**config.mk**
```make
export PLATFORM = sky130hd
export DESIGN_NAME = split_packet_reassembly_tracker
export DESIGN_NICKNAME = d
export VERILOG_FILES = /design/src/sv/sprt_pkg.sv /design/src/sv/sprt_eval.sv /design/src/sv/split_packet_reassembly_tracker.sv
export SDC_FILE = /design/constraint.sdc
export NUM_CORES = 2
export LEC_CHECK = 0
export ABC_AREA = 1
export BUFFER_PORTS_ARGS = -buffer_cell sky130_fd_sc_hd__clkbuf_2
export CAP_MARGIN = 10
export CELL_PAD_IN_SITES_DETAIL_PLACEMENT = 1
export CELL_PAD_IN_SITES_GLOBAL_PLACEMENT = 2
export CORE_MARGIN = 2
export CORE_UTILIZATION = 34
export DETAILED_ROUTE_END_ITERATION = 8
export HOLD_SLACK_MARGIN = 0.03
export PLACE_DENSITY_LB_ADDON = 0.1
export SLEW_MARGIN = 0
export SYNTH_ARGS = -nofsm -noshare
export SYNTH_HDL_FRONTEND = slang
export SYNTH_HIERARCHICAL = 1
export SYNTH_SLANG_ARGS = --single-unit
```
**constraint.sdc**
```tcl
create_clock -name clk -period 5.8 [get_ports clk]
set_clock_uncertainty 0.1 [all_clocks]
set_input_delay 0.58 -clock clk [delete_from_list [all_inputs] [get_ports clk]]
set_output_delay 0.58 -clock clk [all_outputs]
set_load 0.05 [all_outputs]
```
**src/sv/sprt_pkg.sv**
```systemverilog
`timescale 1ns / 1ps
// ----------------------------------------------------------------------------
// Split packet reassembly tracker package
// Shared constants, result codes and the structs passed between the
// tracker's register stage and its evaluation logic.
// ----------------------------------------------------------------------------
package sprt_pkg;

    localparam int MAX_PIECES   = 32;
    localparam int HEADER_BYTES = 12;
    localparam int BUFFER_BYTES = 262144;

    localparam int SPLIT_W = 15;
    localparam int NUM_W   = (MAX_PIECES > 1) ? $clog2(MAX_PIECES) : 1;
    localparam int REM_W   = $clog2(MAX_PIECES + 1);
    localparam int OFS_W   = NUM_W + SPLIT_W;
    localparam int SUM_W   = ((OFS_W > 16) ? OFS_W : 16) + 1;
    localparam int CMP_W   = (SUM_W > 25) ? SUM_W : 25;

    localparam logic [31:0] NO_SERIES = 32'hFFFF_FFFF;

    localparam logic REG_MIN_SPLIT = 1'b0;
    localparam logic REG_MAX_SPLIT = 1'b1;

    typedef enum logic [2:0] {
        ST_PENDING   = 3'd0,
        ST_COMPLETE  = 3'd1,
        ST_TOO_SHORT = 3'd2,
        ST_BAD_SPLIT = 3'd3,
        ST_BAD_ID    = 3'd4,
        ST_MISMATCH  = 3'd5,
        ST_TOO_LARGE = 3'd6
    } status_t;

    typedef struct packed {
        logic [31:0] seq;
        logic [15:0] pid;
        logic [15:0] split;
        logic [15:0] plen;
    } item_t;

    typedef struct packed {
        logic [31:0]      cur;
        logic [REM_W-1:0] rem;
        logic [15:0]      exp_split;
        logic [SUM_W-1:0] asm_size;
    } track_t;

    typedef struct packed {
        status_t     status;
        logic        dup;
        logic [22:0] offset;
        logic [15:0] copy_len;
        logic [22:0] total;
        logic        beyond;
    } result_t;

    typedef struct packed {
        track_t trk;
        logic   slot_we;
    } update_t;

endpackage

```
**src/sv/sprt_eval.sv**
```systemverilog
`timescale 1ns / 1ps
// ----------------------------------------------------------------------------
// Split packet reassembly evaluation
// Checks one registered header against the configuration and the tracking
// state, and produces the result and the next tracking state.
// ----------------------------------------------------------------------------
module sprt_eval (
    input  sprt_pkg::item_t                 item,
    input  sprt_pkg::track_t                trk,
    input  logic [sprt_pkg::SPLIT_W-1:0]    min_split,
    input  logic [sprt_pkg::SPLIT_W-1:0]    max_split,
    input  logic [31:0]                     slot_seq,
    output sprt_pkg::result_t               res,
    output sprt_pkg::update_t               upd
);

    logic [7:0]                   number;
    logic [7:0]                   count;
    logic                         split_ok;
    logic                         id_ok;
    logic                         restart;
    logic                         seen;
    logic                         last_piece;
    logic [sprt_pkg::REM_W-1:0]   eff_rem;
    logic [sprt_pkg::REM_W-1:0]   rem_new;
    logic [sprt_pkg::SUM_W-1:0]   asm_new;
    logic [15:0]                  copy_len;
    logic [sprt_pkg::OFS_W-1:0]   ofs;
    logic [sprt_pkg::SUM_W-1:0]   end_pos;

    assign number   = item.pid[15:8];
    assign count    = item.pid[7:0];
    assign split_ok = !item.split[15]
                      && (item.split[14:0] >= min_split)
                      && (item.split[14:0] <= max_split);
    assign id_ok    = (number < 8'(sprt_pkg::MAX_PIECES))
                      && (count <= 8'(sprt_pkg::MAX_PIECES));
    assign restart  = (trk.cur == sprt_pkg::NO_SERIES) || (item.seq != trk.cur);
    assign seen     = (slot_seq == item.seq);
    assign copy_len = 16'(item.plen - 16'(sprt_pkg::HEADER_BYTES));
    assign ofs      = sprt_pkg::OFS_W'(number[sprt_pkg::NUM_W-1:0])
                      * sprt_pkg::OFS_W'(item.split[14:0]);
    assign end_pos  = sprt_pkg::SUM_W'(ofs) + sprt_pkg::SUM_W'(copy_len);

    // The last piece has number count - 1, so its end position is the total.
    assign last_piece = (count != 8'd0) && (number == count - 8'd1);
    assign eff_rem    = restart ? sprt_pkg::REM_W'(count) : trk.rem;
    assign rem_new    = (!seen && eff_rem != '0) ? eff_rem - 1'b1 : eff_rem;
    assign asm_new    = (!seen && last_piece) ? end_pos : trk.asm_size;

    always_comb
    begin
        res         = '0;
        res.status  = sprt_pkg::ST_PENDING;
        upd.trk     = trk;
        upd.slot_we = 1'b0;
        if (item.plen < 16'(sprt_pkg::HEADER_BYTES))
        begin
            res.status = sprt_pkg::ST_TOO_SHORT;
        end
        else if (!split_ok)
        begin
            res.status = sprt_pkg::ST_BAD_SPLIT;
        end
        else if (!id_ok)
        begin
            res.status = sprt_pkg::ST_BAD_ID;
        end
        else if (!restart && (trk.exp_split != item.split))
        begin
            res.status = sprt_pkg::ST_MISMATCH;
        end
        else
        begin
            res.dup      = seen;
            res.offset   = 23'(ofs);
            res.copy_len = copy_len;
            res.beyond   = sprt_pkg::CMP_W'(end_pos) > sprt_pkg::CMP_W'(sprt_pkg::BUFFER_BYTES);
            upd.slot_we  = !seen;
            upd.trk.rem      = rem_new;
            upd.trk.asm_size = asm_new;
            upd.trk.cur      = item.seq;
            if (restart)
            begin
                upd.trk.exp_split = item.split;
            end
            if (rem_new == '0)
            begin
                upd.trk.cur = sprt_pkg::NO_SERIES;
                res.total   = 23'(asm_new);
                if (sprt_pkg::CMP_W'(asm_new) > sprt_pkg::CMP_W'(sprt_pkg::BUFFER_BYTES))
                begin
                    res.status = sprt_pkg::ST_TOO_LARGE;
                end
                else
                begin
                    res.status = sprt_pkg::ST_COMPLETE;
                end
            end
        end
    end

endmodule

```
**src/sv/split_packet_reassembly_tracker.sv**
```systemverilog
`timescale 1ns / 1ps
// ----------------------------------------------------------------------------
// Split packet reassembly tracker
// Tracks the pieces of one split datagram series and reports status, write
// offset, copy length and the reassembled size for every header.
// Headers are registered in the input stage, results in the output register.
// Throughput: one header per cycle unless output stalls; the tracking state
// and per-slot sequence tags are read, checked and rewritten in the same cycle.
// Reset clears the handshake, restores the split-size window to 564..1248,
// closes the series and sets every slot tag to minus one.
// ----------------------------------------------------------------------------
module split_packet_reassembly_tracker (
    input  logic               clk,
    input  logic               rst_n,
    input  logic               psel,
    input  logic               penable,
    input  logic               pwrite,
    input  logic [2:0]         paddr,
    input  logic [31:0]        pwdata,
    output logic [31:0]        prdata,
    output logic               pready,
    input  logic               in_valid,
    output logic               in_stall,
    input  logic signed [31:0] sequence_number,
    input  logic [15:0]        packet_id,
    input  logic signed [15:0] split_size,
    input  logic [15:0]        packet_length,
    output logic               out_valid,
    input  logic               out_stall,
    output logic [2:0]         status,
    output logic               duplicate,
    output logic [22:0]        write_offset,
    output logic [15:0]        copy_length,
    output logic [22:0]        total_size,
    output logic               write_beyond_buffer
);

    logic [sprt_pkg::SPLIT_W-1:0] min_split_reg;
    logic [sprt_pkg::SPLIT_W-1:0] max_split_reg;
    logic                         s1_valid_reg;
    sprt_pkg::item_t              s1_item_reg;
    logic                         out_valid_reg;
    sprt_pkg::result_t            res_reg;
    sprt_pkg::result_t            res_next;
    sprt_pkg::track_t             trk_reg;
    sprt_pkg::update_t            upd;
    logic [31:0]                  slot_reg [sprt_pkg::MAX_PIECES];
    logic [sprt_pkg::NUM_W-1:0]   slot_idx;
    logic                         cfg_write;
    logic                         in_accept;
    logic                         advance;

    assign pready    = 1'b1;
    assign cfg_write = psel && penable && pwrite;
    assign prdata    = paddr[2] ? 32'(max_split_reg) : 32'(min_split_reg);

    always_ff @(posedge clk or negedge rst_n)
    begin
        if (!rst_n)
        begin
            min_split_reg <= sprt_pkg::SPLIT_W'(564);
            max_split_reg <= sprt_pkg::SPLIT_W'(1248);
        end
        else if (cfg_write)
        begin
            unique case (paddr[2])
                sprt_pkg::REG_MIN_SPLIT: min_split_reg <= pwdata[sprt_pkg::SPLIT_W-1:0];
                sprt_pkg::REG_MAX_SPLIT: max_split_reg <= pwdata[sprt_pkg::SPLIT_W-1:0];
                default: ;
            endcase
        end
    end

    assign advance   = s1_valid_reg && (!out_valid_reg || !out_stall);
    assign in_stall  = s1_valid_reg && !advance;
    assign in_accept = in_valid && !in_stall;
    assign slot_idx  = s1_item_reg.pid[8 +: sprt_pkg::NUM_W];

    always_ff @(posedge clk or negedge rst_n)
    begin
        if (!rst_n)
        begin
            s1_valid_reg  <= 1'b0;
            out_valid_reg <= 1'b0;
        end
        else
        begin
            if (in_accept)
            begin
                s1_valid_reg <= 1'b1;
            end
            else if (advance)
            begin
                s1_valid_reg <= 1'b0;
            end
            if (advance)
            begin
                out_valid_reg <= 1'b1;
            end
            else if (!out_stall)
            begin
                out_valid_reg <= 1'b0;
            end
        end
    end

    always_ff @(posedge clk)
    begin
        if (in_accept)
        begin
            s1_item_reg.seq   <= sequence_number;
            s1_item_reg.pid   <= packet_id;
            s1_item_reg.split <= split_size;
            s1_item_reg.plen  <= packet_length;
        end
        if (advance)
        begin
            res_reg <= res_next;
        end
    end

    always_ff @(posedge clk or negedge rst_n)
    begin
        if (!rst_n)
        begin
            trk_reg.cur       <= sprt_pkg::NO_SERIES;
            trk_reg.rem       <= '0;
            trk_reg.exp_split <= '0;
            trk_reg.asm_size  <= '0;
            for (int i = 0; i < sprt_pkg::MAX_PIECES; i++)
            begin
                slot_reg[i] <= sprt_pkg::NO_SERIES;
            end
        end
        else if (advance)
        begin
            trk_reg <= upd.trk;
            if (upd.slot_we)
            begin
                slot_reg[slot_idx] <= s1_item_reg.seq;
            end
        end
    end

    sprt_eval u_eval (
        .item      (s1_item_reg),
        .trk       (trk_reg),
        .min_split (min_split_reg),
        .max_split (max_split_reg),
        .slot_seq  (slot_reg[slot_idx]),
        .res       (res_next),
        .upd       (upd)
    );

    assign out_valid           = out_valid_reg;
    assign status              = res_reg.status;
    assign duplicate           = res_reg.dup;
    assign write_offset        = res_reg.offset;
    assign copy_length         = res_reg.copy_len;
    assign total_size          = res_reg.total;
    assign write_beyond_buffer = res_reg.beyond;

endmodule
```
; Word-level counts from Yosys, hierarchy flattened
; Cells that the tools add are included.
[word_totals]
output_inout_bits = 102
inputBits = 122
register_bits = 1278
word_cells = 139
[classes]
reduce_logical = 35
n_mul = 1
order_cmp = 9
eq_ne = 6
muxes = 24
bitwise_logic = 7
addsub = 4
[ops]
columns = op, count
row1 = 1024-bit bitwise mux, 1
row2 = 32-bit binary-select mux with 5-bit select, 1
row3 = 32-bit demux with 5-bit select, 1
row4 = 32-bit two-way mux, 4
row5 = "21-bit by 19-bit greater-than comparator with 1-bit output, second input constant", 2
row6 = 32-bit equality test, 1
row7 = "32-bit equality test, second input constant", 1
row8 = 32-bit != test, 1
row9 = 20-bit by 16-bit adder with 21-bit output, 1
row10 = 21-bit two-way mux, 1
row11 = 5-bit by 15-bit multiplier with 20-bit output, 1
row12 = "16-bit by 4-bit < comparator with 1-bit output, second input constant", 1
row13 = 16-bit != test, 1
row14 = "16-bit by 4-bit subtractor with 16-bit output, second input constant", 1
row15 = 15-bit greater-or-equal comparator, 1
row16 = 15-bit <= comparator, 1
row17 = 15-bit two-way mux, 1
row18 = 1-bit logical AND, 13
row19 = 3-bit two-way mux, 4
row20 = 6-bit two-way mux, 2
row21 = 1-bit two-way mux, 9
row22 = 8-bit equality test, 1
row23 = "8-bit by 6-bit <= comparator with 1-bit output, second input constant", 1
row24 = "8-bit by 6-bit < comparator with 1-bit output, second input constant", 1
row25 = 20 further kinds, 34

; Logic depth before layout (Yosys ltp)
[depth]
word_depth = 14
depth_mapped = 36
ltp_nobuf = 34

; By module
; Netlist, hierarchy kept.
[modules_own_cells]
columns = mod, seq_area_each_um2, cells_per_inst, area_per_inst_um2, instances
row1 = split_packet_reassembly_tracker, 34047.7, 7087, 57802.9, 1
row2 = sprt_eval, 0.0, 1629, 8619.5, 1

; Least setup slack after synthesis
; No wires, ideal clock.
[synth_path]
path_kind = reg-to-reg
startpoint = register s1_item_reg[42] in the netlist's numbering
endpoint = register res_reg, in the netlist status[0], data pin
arrival_ns = 5.355
setup_slack_ns = 0.081
setup_ns = 0.264
period_less_slack_ns = 5.719
path_buffers = 2
stages_incl_launch_ff = 31
path_cell_list = edfxtp_1 clkbuf_1 clkbuf_1 nand2_1 fa_1 fa_1 fa_1 inv_1 ha_1 a21oi_1 nor2_1 o21ai_0 nand2_1 a31oi_1 o21bai_1 xor2_1 ha_1 nand2_1 nor4_1 a21oi_1 nor2_1 nand2_1 nor2_1 nand2_1 o21ai_0 nand3b_1 nand2_1 nand2_1 nand2_1 nand2_1 a21oi_1
[synth_between]
elab_chain_cells = 14
elab_cells_between_ends = 23
classes_between = add/sub: 1 / mul: 1 / order compare: 2 / eq/ne: 2 / mux: 10 / bitwise: 1 / reduce/logical: 6
[synth_lines]
columns = element, line_no
row1 = start: declaration, split_packet_reassembly_tracker.sv:41  ; sprt_pkg::item_t s1_item_reg;
row2 = "parallel branches: the longest is 12 deep, another holds 20-bit by 16-bit adder with 21-bit output", --
row3 = 3-bit two-way mux (*), sprt_eval.sv:65  ; else if (!id_ok)
row4 = 1-bit two-way mux (*), sprt_eval.sv:61  ; else if (!split_ok)
row5 = end signal: assignment, split_packet_reassembly_tracker.sv:118  ; res_reg <= res_next;
row6 = end: declaration, split_packet_reassembly_tracker.sv:43  ; sprt_pkg::result_t res_reg;
; Mark *: on every way between the ends. The select of a mux whose other input is x is not followed.
; A chain may end at the register's enable or synchronous reset.

; Worst setup path in the final report
[layout_path]
startpoint = register s1_item_reg[44] in the netlist's numbering
endpoint = register res_reg, in the netlist status[0], data pin
; The elaborated chain is that of the path after synthesis.

==> impl_metrics.ini <==
[sta]
slew_headroom_pct = 23.5
hold_ws_ps = 168
tightestPinTransition_ps = 1150
finalMaxSlewViolations = 0
finalWorstSetupSlack_ps = 180
period_share_pct = 96.9
setup_violations = 0
rsz0062_at_grt = yes
setup_tns_ps = 0
min_period_ps = 5620
hold_viol = 0
fmax_mhz = 178

[detailed_routing]
first_pass_iters = 5
drt_iter0_markers = 3156
drc_errors = 0
num_vias = 56700
vias_per_cell = 4.89
drtAntennaViolNets = 0
wl_um = 241000
wl_per_cell_um = 20.8

[synth]
synth_top_family_by_area = simple AND/OR/NAND/NOR gates
synth_compound_area_share_pct = 9.38
postSynthCellCount = 8716
synthXorXnorAreaFrac_pct = 1.19
synthAdderAreaFrac_pct = 2.67
synth_top_flop_cell = dfstp_2
muxShareOfSynthArea_pct = 0
synth_area_um2 = 66400
yosys.area.top_type_share_pct = 42.1
synth_seq_cells = 1278
netlist_top_cells_area = dfstp_2 42%, nand2_1 26%, o21ai_0 7.3%
yosysSeqAreaShare_pct = 51.3
synthSimpleGateAreaFrac_pct = 29.4
synth_top_area_cell = dfstp_2
ys_warn_count = 6
syn_area_per_cell_um2 = 7.62
synthArstFlopShare_pct = 88.5
synth_edf_count = 147
synth_cell_type_count = 54

[finish]
fill_cells = 23400
finalNonFillerCells = 11600
final_common_cell = nand2_1
layout-drive-gt1-share_pct = 22.4
nNetsFinal = 9174
largest_reg_flops = 1024
area_growth_pct = 18.9
most-common-layout-cells = 4513 x nand2_1, 1064 x dfstp_2, 959 x o21ai_0

[power]
p_leak_nw = 36.0
ir_worst_vdd_mv = 0.357
power_density_nw_per_um2 = 316

[critical_path]
worst-endpoint-arrival_ps = 6070
end_kind = flop
start_kind = flop
crit_path_frequent_cell = nand2_1
slowest_delay_ps = 520
slowest_stage = fa_1
r2r_cells = 32
required_ps = 6250
crit_type = flop to flop
path_max_fanout = 6

[global_route]
track_usage_pct = 24.3
grt_max_degree = 137
grt_overflow = 0
antenna_found_initial = 4
grt_pass1_wl_um = 370000
grt_pass1_vias = 59600

[clock_tree]
clkTransAtPathRegs_ps = 60
cts_inserted_buffers = 160
clk_latency_ps = 820
clock_path_buffers = 3
h-tree-depth = 4
clockRootBuffer = clkbuf_16
cts_sinks = 1278
cts_tree = built

[floorplan]
io_pins = 224
num_rows = 162
core_um2 = 195000
fp.dieW_um = 446
die-area_um2 = 199000
dieHeight_um = 446
start_util_pct = 34.1

[place]
gp_congestion = 0.787
dp_cells = 11200
place.port_buffers = 186
dp_hpwl_um = 151000
pre_cts_ws_ps = -282

[worst_hold_path]
hold_path_class = input pin to asynchronous set/reset pin

[flow_run]
maxCapViolCount = 0

[run_status]
status = finished clean
==> worst max-delay path: cells and delay by family, from the launching register on <==
family	cells	cell delay [ps]
flops	1	430
fa+ha+maj	5	2080
compound gates	6	710
xor+xnor	1	170
buf+inv	6	490
simple gates	14	1390
==> layout make-up <==
class,instances,area [µm²],share of cell area (%)
diodes,1,2.50,0.00317
clock buffers,237,4670,5.91
clock inverters,49,538,0.682
inverters,419,1600,2.02
multi-input cells,6452,29100,36.8
flip-flops and latches,1278,34000,43.1
well taps,2542,3180,4.03
repair buffers,623,5850,7.41
==> metal layers <==
layer	global-route usage (%)	up-vias	part of all wire [%]
met5	0	-	0
met2	41.4	736	48
li1	-	27500	-
met4	7.59	0	3.0
met3	2.96	280	3.1
met1	32.2	28200	46
==> report_power, final <==
group          internal (mW)  total [mW]  switching, mW
registers               9.39        9.62          0.235
logic                   1.93        5.32           3.39
clock network           5.92        10.0           4.12
==> cells by family (layout without fill, tap and decap cells) <==
| group | after synthesis | after routing |
|---|---|---|
| AO/OA/AOI/OAI | 1232 | 1232 |
| XOR/XNOR | 90 | 90 |
| adder cells (fa/ha/maj) | 118 | 118 |
| buffers and inverters | 1006 | 1328 |
| flip-flops | 1278 | 1278 |
| other | 3 | 24 |
| AND/OR/NAND/NOR | 4989 | 4989 |
==> through the flow <==
| step | power [mW] | cell area [µm²] | util (%) |
|---|---|---|---|
| floorplan | 12.3 | 66500 | - |
| global placement | 14.2 | 72000 | 37.0 |
| detailed placement | 14.3 | 72000 | 37.0 |
| CTS | 24.7 | 78300 | 40.2 |
| global route | 26.2 | 78900 | 40.6 |
| finish | 25.0 | 78900 | 40.6 |
==> worst paths after layout <==
kind                                           start                        end  slack, ps
hold / removal                                 rst_n   slot_reg[19]$_DFFE_PN1P_        170
max in group asynchronous                      rst_n  slot_reg[487]$_DFFE_PN1P_       4440
min in group clk            slot_reg[20]$_DFFE_PN1P_   slot_reg[20]$_DFFE_PN1P_        370
setup / recovery           s1_item_reg[44]$_DFFE_PP_        status[0]$_DFFE_PP_        180
hold reg to reg             slot_reg[20]$_DFFE_PN1P_   slot_reg[20]$_DFFE_PN1P_        370
setup reg to reg           s1_item_reg[44]$_DFFE_PP_        status[0]$_DFFE_PP_        180
==> synth_stat cells (40+ instances only) <==
cell      number
edfxtp_1     147
ha_1          78
nand2_1     4532
o21ai_1      181
dfstp_2     1064
clkbuf_1     432
inv_1        389
a21oi_1       55
nand3_1       93
xor2_1        45
buf_2        114
fa_1          40
o21ai_0      971
dfrtp_1       67
xnor2_1       45
nor2_1       239
==> repair_timing <==
item                       CTS  global route
setup endpoints to repair    6            18
cloned                       0             1
setup buffers                0            10
pin swaps                    3            34
hold endpoints to repair   112             0
gates resized for setup     22           101
hold buffers                97             0
(Power assumes the default switching activity.)
